**src/dtdn_pkg.sv**
```systemverilog
package dtdn_pkg;

  // field widths
  localparam int YEAR_W   = 19;
  localparam int MONTH_W  = 4;
  localparam int DAY_W    = 5;
  localparam int DAYS_W   = 27;
  localparam int MONTHS_W = 22;
  localparam int WDAY_W   = 3;
  localparam int CUM_W    = 9;

  // largest year accepted by default
  localparam int unsigned MAX_YEAR = 292451;

  // year / 100 by reciprocal: floor(year * CENT_RECIP / 2^CENT_SHIFT)
  localparam int RECIP_W    = 20;
  localparam int PROD_W     = YEAR_W + RECIP_W;
  localparam int CENT_SHIFT = 26;
  localparam int CENT_W     = 13;
  localparam logic [RECIP_W-1:0] CENT_RECIP = 20'd671089;

  // calendar switch and the first century adjustment
  localparam logic [YEAR_W-1:0]  SWITCH_YEAR     = 19'd1752;
  localparam logic [MONTH_W-1:0] SWITCH_MONTH    = 4'd9;
  localparam logic [DAY_W-1:0]   LAST_JULIAN_DAY = 5'd2;
  localparam logic [DAY_W-1:0]   FIRST_GAP_DAY   = 5'd3;
  localparam logic [DAY_W-1:0]   LAST_GAP_DAY    = 5'd13;
  localparam logic [YEAR_W-1:0]  REFORM_YEAR     = 19'd1800;
  localparam logic [MONTH_W-1:0] REFORM_MONTH    = 4'd3;
  localparam logic [MONTH_W-1:0] MONTHS_PER_YEAR = 4'd12;
  localparam logic [CUM_W-1:0]   DAYS_PER_YEAR   = 9'd365;

  // zero-based month codes
  localparam logic [MONTH_W-1:0] MON_JAN = 4'd0;
  localparam logic [MONTH_W-1:0] MON_FEB = 4'd1;
  localparam logic [MONTH_W-1:0] MON_MAR = 4'd2;
  localparam logic [MONTH_W-1:0] MON_APR = 4'd3;
  localparam logic [MONTH_W-1:0] MON_MAY = 4'd4;
  localparam logic [MONTH_W-1:0] MON_JUN = 4'd5;
  localparam logic [MONTH_W-1:0] MON_JUL = 4'd6;
  localparam logic [MONTH_W-1:0] MON_AUG = 4'd7;
  localparam logic [MONTH_W-1:0] MON_SEP = 4'd8;
  localparam logic [MONTH_W-1:0] MON_OCT = 4'd9;
  localparam logic [MONTH_W-1:0] MON_NOV = 4'd10;
  localparam logic [MONTH_W-1:0] MON_DEC = 4'd11;

  typedef struct packed {
    logic               bc_era;
    logic [YEAR_W-1:0]  year;
    logic [MONTH_W-1:0] month;
    logic [DAY_W-1:0]   day;
  } date_t;

  // after the century divide
  typedef struct packed {
    date_t             date;
    logic [CENT_W-1:0] cent;
  } s1_t;

  // after the validity check
  typedef struct packed {
    logic               ok;
    logic               bc;
    logic [YEAR_W-1:0]  year;
    logic [MONTH_W-1:0] mon0;
    logic [DAY_W-1:0]   day;
    logic [CENT_W-1:0]  cent;
    logic               rem_zero;
    logic               after;
    logic               ge_reform;
    logic [CUM_W-1:0]   cum;
  } s2_t;

  // after the day count
  typedef struct packed {
    logic                ok;
    logic                bc;
    logic [DAYS_W-1:0]   days;
    logic [MONTHS_W-1:0] months;
  } s3_t;

  // result word
  typedef struct packed {
    logic [DAYS_W-1:0]   elapsed_days;
    logic [MONTHS_W-1:0] elapsed_months;
    logic [WDAY_W-1:0]   weekday;
    logic                date_valid;
  } res_t;

  // days in a zero-based month
  function automatic logic [DAY_W-1:0] month_len(input logic [MONTH_W-1:0] m,
                                                 input logic leap);
    case (m)
      MON_FEB: return leap ? 5'd29 : 5'd28;
      MON_APR, MON_JUN, MON_SEP, MON_NOV: return 5'd30;
      default: return 5'd31;
    endcase
  endfunction

  // days before a zero-based month in a common year
  function automatic logic [CUM_W-1:0] cum_days(input logic [MONTH_W-1:0] m);
    case (m)
      MON_JAN: return 9'd0;
      MON_FEB: return 9'd31;
      MON_MAR: return 9'd59;
      MON_APR: return 9'd90;
      MON_MAY: return 9'd120;
      MON_JUN: return 9'd151;
      MON_JUL: return 9'd181;
      MON_AUG: return 9'd212;
      MON_SEP: return 9'd243;
      MON_OCT: return 9'd273;
      MON_NOV: return 9'd304;
      MON_DEC: return 9'd334;
      default: return 9'd0;
    endcase
  endfunction

  // x mod 7 by folding octal digits, since 8 is 1 mod 7
  function automatic logic [WDAY_W-1:0] mod7(input logic [DAYS_W-1:0] x);
    logic [5:0] s1;
    logic [3:0] s2;
    logic [2:0] s3;
    s1 = '0;
    for (int i = 0; i < DAYS_W / 3; i++) begin
      s1 = s1 + 6'(x[3*i +: 3]);
    end
    s2 = 4'(s1[5:3]) + 4'(s1[2:0]);
    s3 = s2[2:0] + 3'(s2[3]);
    return (s3 == 3'd7) ? 3'd0 : s3;
  endfunction

endpackage

```
**src/dtdn_in_if.sv**
```systemverilog
interface dtdn_in_if;
  logic                          valid;
  logic                          ready;
  logic                          bc_era;
  logic [dtdn_pkg::YEAR_W-1:0]   year;
  logic [dtdn_pkg::MONTH_W-1:0]  month;
  logic [dtdn_pkg::DAY_W-1:0]    day;

  modport source (output valid, bc_era, year, month, day, input ready);
  modport sink (input valid, bc_era, year, month, day, output ready);
endinterface

```
**src/dtdn_out_if.sv**
```systemverilog
interface dtdn_out_if;
  logic                            valid;
  logic                            ready;
  logic [dtdn_pkg::DAYS_W-1:0]     elapsed_days;
  logic [dtdn_pkg::MONTHS_W-1:0]   elapsed_months;
  logic [dtdn_pkg::WDAY_W-1:0]     weekday;
  logic                            date_valid;

  modport source (output valid, elapsed_days, elapsed_months, weekday, date_valid,
                  input ready);
  modport sink (input valid, elapsed_days, elapsed_months, weekday, date_valid,
                output ready);
endinterface

```
**src/dtdn_divide.sv**
```systemverilog
module dtdn_divide (
  input  logic            clk,
  input  logic            rst,
  input  logic            en,
  input  logic            in_valid,
  input  dtdn_pkg::date_t in_data,
  output logic            out_valid,
  output dtdn_pkg::s1_t   out_data
);

  logic [dtdn_pkg::PROD_W-1:0] prod;

  // century number by reciprocal multiply
  assign prod = dtdn_pkg::PROD_W'(in_data.year) * dtdn_pkg::PROD_W'(dtdn_pkg::CENT_RECIP);

  // stage valid
  always_ff @(posedge clk) begin
    if (rst) begin
      out_valid <= 1'b0;
    end else if (en) begin
      out_valid <= in_valid;
    end
  end

  // stage payload
  always_ff @(posedge clk) begin
    if (en) begin
      out_data.date <= in_data;
      out_data.cent <= prod[dtdn_pkg::CENT_SHIFT +: dtdn_pkg::CENT_W];
    end
  end

endmodule

```
**src/dtdn_check.sv**
```systemverilog
module dtdn_check #(
  parameter int unsigned MAX_YEAR = dtdn_pkg::MAX_YEAR
) (
  input  logic          clk,
  input  logic          rst,
  input  logic          en,
  input  logic          in_valid,
  input  dtdn_pkg::s1_t in_data,
  output logic          out_valid,
  output dtdn_pkg::s2_t out_data
);

  logic [dtdn_pkg::YEAR_W-1:0]  year;
  logic [dtdn_pkg::MONTH_W-1:0] month;
  logic [dtdn_pkg::DAY_W-1:0]   day;
  logic [dtdn_pkg::MONTH_W-1:0] mon0;
  logic [dtdn_pkg::YEAR_W-1:0]  rem;
  logic                         rem_zero;
  logic                         div400;
  logic                         on_switch_month;
  logic                         after;
  logic                         gap;
  logic                         ge_reform;
  logic                         leap;
  logic                         in_range;
  logic                         ok;

  assign year  = in_data.date.year;
  assign month = in_data.date.month;
  assign day   = in_data.date.day;
  assign mon0  = month - 4'd1;

  // year mod 100 from the century number
  assign rem      = year - dtdn_pkg::YEAR_W'(20'(in_data.cent) * 20'd100);
  assign rem_zero = (rem == '0);
  assign div400   = rem_zero && (in_data.cent[1:0] == 2'd0);

  // position relative to the calendar switch
  assign on_switch_month = (year == dtdn_pkg::SWITCH_YEAR) && (month == dtdn_pkg::SWITCH_MONTH);
  assign after = !in_data.date.bc_era &&
                 ((year > dtdn_pkg::SWITCH_YEAR) ||
                  ((year == dtdn_pkg::SWITCH_YEAR) && (month > dtdn_pkg::SWITCH_MONTH)) ||
                  (on_switch_month && (day > dtdn_pkg::LAST_JULIAN_DAY)));
  assign ge_reform = (year > dtdn_pkg::REFORM_YEAR) ||
                     ((year == dtdn_pkg::REFORM_YEAR) && (month >= dtdn_pkg::REFORM_MONTH));

  // leap year and range checks
  always_comb begin
    gap = !in_data.date.bc_era && on_switch_month &&
          (day inside {[dtdn_pkg::FIRST_GAP_DAY:dtdn_pkg::LAST_GAP_DAY]});
    if (!after) begin
      leap = in_data.date.bc_era ? (year[1:0] == 2'd1) : (year[1:0] == 2'd0);
    end else begin
      leap = (year[1:0] == 2'd0) && (!rem_zero || div400);
    end
    in_range = (day != '0) && (year != '0) && (32'(year) <= MAX_YEAR) &&
               (month inside {[4'd1:dtdn_pkg::MONTHS_PER_YEAR]});
    ok = in_range && !gap && (day <= dtdn_pkg::month_len(mon0, leap));
  end

  // stage valid
  always_ff @(posedge clk) begin
    if (rst) begin
      out_valid <= 1'b0;
    end else if (en) begin
      out_valid <= in_valid;
    end
  end

  // stage payload
  always_ff @(posedge clk) begin
    if (en) begin
      out_data.ok        <= ok;
      out_data.bc        <= in_data.date.bc_era;
      out_data.year      <= year;
      out_data.mon0      <= mon0;
      out_data.day       <= day;
      out_data.cent      <= in_data.cent;
      out_data.rem_zero  <= rem_zero;
      out_data.after     <= after;
      out_data.ge_reform <= ge_reform;
      out_data.cum       <= dtdn_pkg::cum_days(mon0);
    end
  end

endmodule

```
**src/dtdn_count.sv**
```systemverilog
module dtdn_count (
  input  logic          clk,
  input  logic          rst,
  input  logic          en,
  input  logic          in_valid,
  input  dtdn_pkg::s2_t in_data,
  output logic          out_valid,
  output dtdn_pkg::s3_t out_data
);

  localparam int DW = dtdn_pkg::DAYS_W;
  localparam int MW = dtdn_pkg::MONTHS_W;

  logic [dtdn_pkg::CUM_W-1:0]  t0;
  logic [dtdn_pkg::CUM_W-1:0]  tin;
  logic [dtdn_pkg::YEAR_W-1:0] ym1;
  logic [DW-1:0]               base;
  logic [DW-1:0]               leap_days;
  logic                        early;
  logic                        b;
  logic                        cent_leap_case;
  logic [DW-1:0]               corr;
  logic [DW-1:0]               greg;
  logic [DW-1:0]               days;
  logic [dtdn_pkg::MONTH_W-1:0] mon_off;
  logic [MW-1:0]               months;

  assign early = (in_data.mon0 == dtdn_pkg::MON_JAN) || (in_data.mon0 == dtdn_pkg::MON_FEB);
  assign ym1   = in_data.year - 19'd1;

  // day within the year, counted back for BC
  assign t0   = in_data.cum + dtdn_pkg::CUM_W'(in_data.day) - 9'd1;
  assign tin  = in_data.bc ? dtdn_pkg::DAYS_PER_YEAR - t0 : t0;
  assign base = DW'(ym1) * DW'(dtdn_pkg::DAYS_PER_YEAR);

  // julian leap days
  always_comb begin
    if (in_data.bc) begin
      leap_days = (in_data.year >= 19'd2) ? DW'((in_data.year - 19'd2) >> 2) + 27'd1 : '0;
      leap_days = leap_days + DW'(early && (in_data.year[1:0] == 2'd1));
    end else begin
      leap_days = DW'(ym1 >> 2) + DW'(!early && (in_data.year[1:0] == 2'd0));
    end
  end

  // gregorian correction: dropped days, century rule, 400 year rule
  always_comb begin
    cent_leap_case = early && in_data.rem_zero;
    b = !(cent_leap_case && (in_data.cent[1:0] == 2'd0));
    if (cent_leap_case) begin
      corr = DW'(in_data.cent) - 27'd18;
    end else if (in_data.ge_reform) begin
      corr = DW'(in_data.cent) - 27'd17;
    end else begin
      corr = '0;
    end
    greg = DW'(in_data.cent >> 2) + DW'(b) - 27'd16 - corr;
  end

  assign days    = base + DW'(tin) + leap_days + (in_data.after ? greg : '0);
  assign mon_off = in_data.bc ? dtdn_pkg::MONTHS_PER_YEAR - in_data.mon0 : in_data.mon0;
  assign months  = MW'(ym1) * MW'(dtdn_pkg::MONTHS_PER_YEAR) + MW'(mon_off);

  // stage valid
  always_ff @(posedge clk) begin
    if (rst) begin
      out_valid <= 1'b0;
    end else if (en) begin
      out_valid <= in_valid;
    end
  end

  // stage payload, zeroed for a date that does not exist
  always_ff @(posedge clk) begin
    if (en) begin
      out_data.ok     <= in_data.ok;
      out_data.bc     <= in_data.bc;
      out_data.days   <= in_data.ok ? days : '0;
      out_data.months <= in_data.ok ? months : '0;
    end
  end

endmodule

```
**src/dtdn_weekday.sv**
```systemverilog
module dtdn_weekday (
  input  logic           clk,
  input  logic           rst,
  input  logic           en,
  input  logic           in_valid,
  input  dtdn_pkg::s3_t  in_data,
  output logic           out_valid,
  output dtdn_pkg::res_t out_data
);

  logic [dtdn_pkg::WDAY_W-1:0] r;
  logic [dtdn_pkg::WDAY_W-1:0] wd;

  // weekday runs backward for BC dates
  assign r  = dtdn_pkg::mod7(in_data.days);
  assign wd = (in_data.bc && (r != '0)) ? 3'd7 - r : r;

  // output valid
  always_ff @(posedge clk) begin
    if (rst) begin
      out_valid <= 1'b0;
    end else if (en) begin
      out_valid <= in_valid;
    end
  end

  // output word
  always_ff @(posedge clk) begin
    if (en) begin
      out_data.elapsed_days   <= in_data.days;
      out_data.elapsed_months <= in_data.months;
      out_data.weekday        <= wd;
      out_data.date_valid     <= in_data.ok;
    end
  end

endmodule

```
**src/date_to_day_number.sv**
```systemverilog
// stages in order: divide, check, count, weekday
// one word per cycle unless stalled; four register stages with a valid bit each
// each stage advances when it is empty or the stage after it advances
// reset (rst, synchronous) clears the stage valid bits; no other state
module date_to_day_number #(
  parameter int unsigned MAX_YEAR = dtdn_pkg::MAX_YEAR
) (
  input logic         clk,
  input logic         rst,
  dtdn_in_if.sink     date,
  dtdn_out_if.source  result
);

  dtdn_pkg::date_t in_data;
  dtdn_pkg::s1_t   s1_data;
  dtdn_pkg::s2_t   s2_data;
  dtdn_pkg::s3_t   s3_data;
  dtdn_pkg::res_t  res_data;
  logic            v1, v2, v3, v4;
  logic            en1, en2, en3, en4;

  // stall chain from the output back
  assign en4 = !v4 || result.ready;
  assign en3 = !v3 || en4;
  assign en2 = !v2 || en3;
  assign en1 = !v1 || en2;
  assign date.ready = en1;

  assign in_data.bc_era = date.bc_era;
  assign in_data.year   = date.year;
  assign in_data.month  = date.month;
  assign in_data.day    = date.day;

  dtdn_divide u_divide (
    .clk(clk), .rst(rst), .en(en1), .in_valid(date.valid), .in_data(in_data),
    .out_valid(v1), .out_data(s1_data)
  );

  dtdn_check #(.MAX_YEAR(MAX_YEAR)) u_check (
    .clk(clk), .rst(rst), .en(en2), .in_valid(v1), .in_data(s1_data),
    .out_valid(v2), .out_data(s2_data)
  );

  dtdn_count u_count (
    .clk(clk), .rst(rst), .en(en3), .in_valid(v2), .in_data(s2_data),
    .out_valid(v3), .out_data(s3_data)
  );

  dtdn_weekday u_weekday (
    .clk(clk), .rst(rst), .en(en4), .in_valid(v3), .in_data(s3_data),
    .out_valid(v4), .out_data(res_data)
  );

  // result word
  assign result.valid          = v4;
  assign result.elapsed_days   = res_data.elapsed_days;
  assign result.elapsed_months = res_data.elapsed_months;
  assign result.weekday        = res_data.weekday;
  assign result.date_valid     = res_data.date_valid;

endmodule

```
**src/flat_wrapper.sv**
```systemverilog
// flat-port wrapper written by rule: the top's interface ports become plain ports
module date_to_day_number_flat 
#(
  parameter int unsigned MAX_YEAR = dtdn_pkg::MAX_YEAR
)
  (clk, rst, date_valid, date_bc_era, date_year, date_month, date_day, date_ready, result_valid, result_elapsed_days, result_elapsed_months, result_weekday, result_date_valid, result_ready);
  dtdn_in_if date_i ();
  dtdn_out_if result_i ();
  input logic clk;
  input logic rst;
  input wire logic [$bits(date_i.valid)-1:0] date_valid;
  input wire logic [$bits(date_i.bc_era)-1:0] date_bc_era;
  input wire logic [$bits(date_i.year)-1:0] date_year;
  input wire logic [$bits(date_i.month)-1:0] date_month;
  input wire logic [$bits(date_i.day)-1:0] date_day;
  output wire logic [$bits(date_i.ready)-1:0] date_ready;
  output wire logic [$bits(result_i.valid)-1:0] result_valid;
  output wire logic [$bits(result_i.elapsed_days)-1:0] result_elapsed_days;
  output wire logic [$bits(result_i.elapsed_months)-1:0] result_elapsed_months;
  output wire logic [$bits(result_i.weekday)-1:0] result_weekday;
  output wire logic [$bits(result_i.date_valid)-1:0] result_date_valid;
  input wire logic [$bits(result_i.ready)-1:0] result_ready;
  assign date_i.valid = date_valid;
  assign date_i.bc_era = date_bc_era;
  assign date_i.year = date_year;
  assign date_i.month = date_month;
  assign date_i.day = date_day;
  assign date_ready = date_i.ready;
  assign result_valid = result_i.valid;
  assign result_elapsed_days = result_i.elapsed_days;
  assign result_elapsed_months = result_i.elapsed_months;
  assign result_weekday = result_i.weekday;
  assign result_date_valid = result_i.date_valid;
  assign result_i.ready = result_ready;
  date_to_day_number #(.MAX_YEAR(MAX_YEAR)) u_core (.clk(clk), .rst(rst), .date(date_i), .result(result_i));
endmodule
```
**config.mk**
```make
export PLATFORM = sky130hd
export DESIGN_NAME = date_to_day_number_flat
export DESIGN_NICKNAME = d
export VERILOG_FILES = /design/src/dtdn_pkg.sv /design/src/dtdn_in_if.sv /design/src/dtdn_out_if.sv /design/src/dtdn_divide.sv /design/src/dtdn_check.sv /design/src/dtdn_count.sv /design/src/dtdn_weekday.sv /design/src/date_to_day_number.sv /design/src/flat_wrapper.sv
export SDC_FILE = /design/constraint.sdc
export NUM_CORES = 1
export LEC_CHECK = 0
export BUFFER_PORTS_ARGS = -buffer_cell sky130_fd_sc_hd__buf_2
export CORE_ASPECT_RATIO = 0.5
export CORE_MARGIN = 2
export CORE_UTILIZATION = 35
export DETAILED_ROUTE_END_ITERATION = 10
export GPL_ROUTABILITY_DRIVEN = 0
export PLACE_DENSITY = 0.49
export SLEW_MARGIN = 20
export SYNTH_ARGS = -nofsm -noshare
export SYNTH_HDL_FRONTEND = slang
export SYNTH_SLANG_ARGS = --single-unit
```
**constraint.sdc**
```tcl
create_clock -name clk -period 24.8 [get_ports clk]
set_clock_uncertainty 0.1 [all_clocks]
set_input_delay 2.48 -clock clk [delete_from_list [all_inputs] [get_ports clk]]
set_output_delay 2.48 -clock clk [all_outputs]
set_load 0.005 [all_outputs]
```
==> key figures <==
Synth
  • Post-synth EDFFs: between 200 and 250
  • Post-synth top area share: around 23%
  • FF+latch count, synth: 205
  • Mapped Avg Cell Area: roughly 9.9 um^2
  • Async set-reset flop share out of synthesis: 0%
  • Ys Warns: 0
  • Synth top cells by count: inv_1, ha_1, fa_1
  • Sequential area share after synthesis: roughly 23%
  • Most frequent cell after synthesis: inv_1
  • Synth Flop Type: edfxtp_1
  • Cell Area, Synth: approximately 26,000 um^2
  • Netlist cell types: a little over 80
  • Yosys top cell by area: edfxtp_1
  • Mapped Nets: approximately 3,400
  • Gate count of the mapped netlist: between 2,000 and 3,000
  • Area contributors post-synth: edfxtp_1, fa_1, ha_1, inv_1, xnor2_1

Timing
  • Total Neg Setup Slack: 0 ps
  • Fmax: roughly 0.11 GHz
  • Tmin final: 9130 ps
  • Slew at the pin closest to its max-slew limit: slightly below 1000 ps
  • Max-slew headroom: 34.4%
  • Final setup fails: 0
  • Final Slew Violations: 0
  • Period utilisation layout: a little under two fifths
  • RSZ-0062 raised after global routing: no
  • Hold Fails Final Rpt: 0

Clock network
  • CTS sink count: roughly 210
  • Clock-pin transition on the worst setup and hold timing paths: roughly 60 ps
  • Post_cts resized: 0
  • H-Tree Depth: 1
  • Post-cts hold buffer count: 0
  • Cts bufs inserted: 23
  • CTS tree: built
  • Setup Fix Bufs, Post-CTS: 0
  • Clock Path Buffers: 3
  • CTS root buffer: clkbuf_16
  • Clk_lat worst skew: 560 ps

Setup path
  • Critical Path Max Stage Delay: 800 ps
  • Worst Setup Start Kind: register
  • CP Capture Type: register
  • Crit path required time: between 20,000 and 25,000 ps
  • Family with the most delay on the worst path: compound AO/OA/AOI/OAI gates
  • Worst Path Arrival: 9320 ps
  • CP Max Fanout: 20
  • Critical path buffers and inverters: 3
  • Worst setup path class: register to register
  • CP most frequent cell: ha_1
  • Slowest stage cell, crit path: o31ai_1

Floorplan
  • Ports: 88
  • Die H: 198 um
  • Starting Density: 35.2%
  • Die area: about 78,000 um^2
  • Core area: 74,800 um^2
  • Horiz. Die Dim: 392 um
  • Row Count: 71

Place
  • I/O Buffers: just under 90
  • DP HPWL: about 55 mm
  • Placed cell count: around 3,700

Status
  • Status: finished clean

Cells and area
  • Ratio of cells with drive above 1 in the final layout: around 6.3%
  • Nets: around 3,400
  • Final Non-Filler Cells: between 3,000 and 4,000
  • Ant diodes: 0
  • Syn-to-layout area delta: 8.84%
  • Layout fillers: around 7,500

Route
  • DR vias: between 15,000 and 20,000
  • Vias/cell: roughly 4.9
  • TritonRoute pass-1 iters: 5
  • DR iter-0 viols: between 1,000 and 1,500
  • Final ANT Viol Nets: 0
  • Wirelength per Cell: about 17 um
  • # DRC: 0
  • Final wirelength: between 60 and 70 mm

Global routing
  • Total global routing overflow: 0
  • Gr usage total: 17.2%
  • Number of global-route vias before repair: about 19,000
  • Initial antenna violation count: 1
  • Largest net degree at the start of global routing: 56
  • First-pass GRT wire length: approximately 110 mm

Run
  • Max-Cap Viols: 0

Min path
  • Hold Path Class: register to register
layer usage:
layer	vias up	share of wire [%]	global-route usage [%]
met5	-	0	0
li1	9163	-	-
met3	53	3.5	1.95
met2	258	43	27.2
met1	8982	52	25.6
met4	0	1.4	2.44
stage by stage:
step	hold slack (ps)	util, %	setup slack (ps)	instance area, um^2
final	319	38.3	15670	28700
after global routing	326	38.3	15070	28700
after CTS	319	38.3	15630	28700
after detailed placement	306	37.3	15670	27900
after global placement	303	37.3	15800	27900
after floorplan	300	-	16560	26300
flip-flops by register name, summed over array words and instances, names as in the netlist:
name and cells:
u_core.u_check.out_data 55, u_core.u_weekday.out_data 53, u_core.u_count.out_data 51, u_core.u_count.out_valid 1, u_core.u_weekday.out_valid 1, u_core.u_check.out_valid 1
u_core.u_divide.out_valid 1, u_core.u_divide.out_data 42
cells in the final DEF (no fill, tap or decap), types with 60 or more instances in the layout:
master and n:
o21ai_0 90, nor2_1 161, buf_2 87, nor3_1 60, xnor2_1 115, ha_1 389, edfxtp_1 201, xor2_1 69
fa_1 280, nand2_1 125, a21oi_1 95, inv_1 515
cell type report:
class / count / area, um^2 / area share [%]
Timing Repair Buffer: 100 / 533 / 1.86
Multi-Input combinational cell: 1891 / 18100 / 63.0
Clock buffer: 28 / 604 / 2.11
Clock inverter: 14 / 143 / 0.498
Inverter: 517 / 1940 / 6.77
Sequential cell: 205 / 6120 / 21.3
Tap cell: 1022 / 1280 / 4.46
kinds of logic (layout without fill, tap and decap cells):
group | after synthesis | in the layout | share of synthesized area, %
mux | 9 | 9 | 0.356
compound gates | 399 | 399 | 10.1
xor+xnor | 184 | 184 | 6.12
fa+ha+maj | 669 | 669 | 39.8
simple gates | 630 | 630 | 12.2
flops | 205 | 205 | 23.2
buf+inv | 569 | 659 | 8.28
path summary, 6_finish.rpt:
check | to | slack (ps) | from | cells after the start
min reg2reg | u_core.u_weekday.out_data[10]$_DFFE_PP_ | 320 | u_core.u_count.out_data[6]$_SDFFCE_PN0P_ | 0
min | u_core.u_weekday.out_data[10]$_DFFE_PP_ | 320 | u_core.u_count.out_data[6]$_SDFFCE_PN0P_ | 0
max reg2reg | u_core.u_count.out_data[45]$_SDFFCE_PN0P_ | 15670 | u_core.u_check.out_data[30]$_DFFE_PP_ | 31
max | u_core.u_count.out_data[45]$_SDFFCE_PN0P_ | 15670 | u_core.u_check.out_data[30]$_DFFE_PP_ | 31
Power is left out: the tool's default activity adds up to more than one toggle a clock period on the data nets, which glitch-free logic cannot reach.
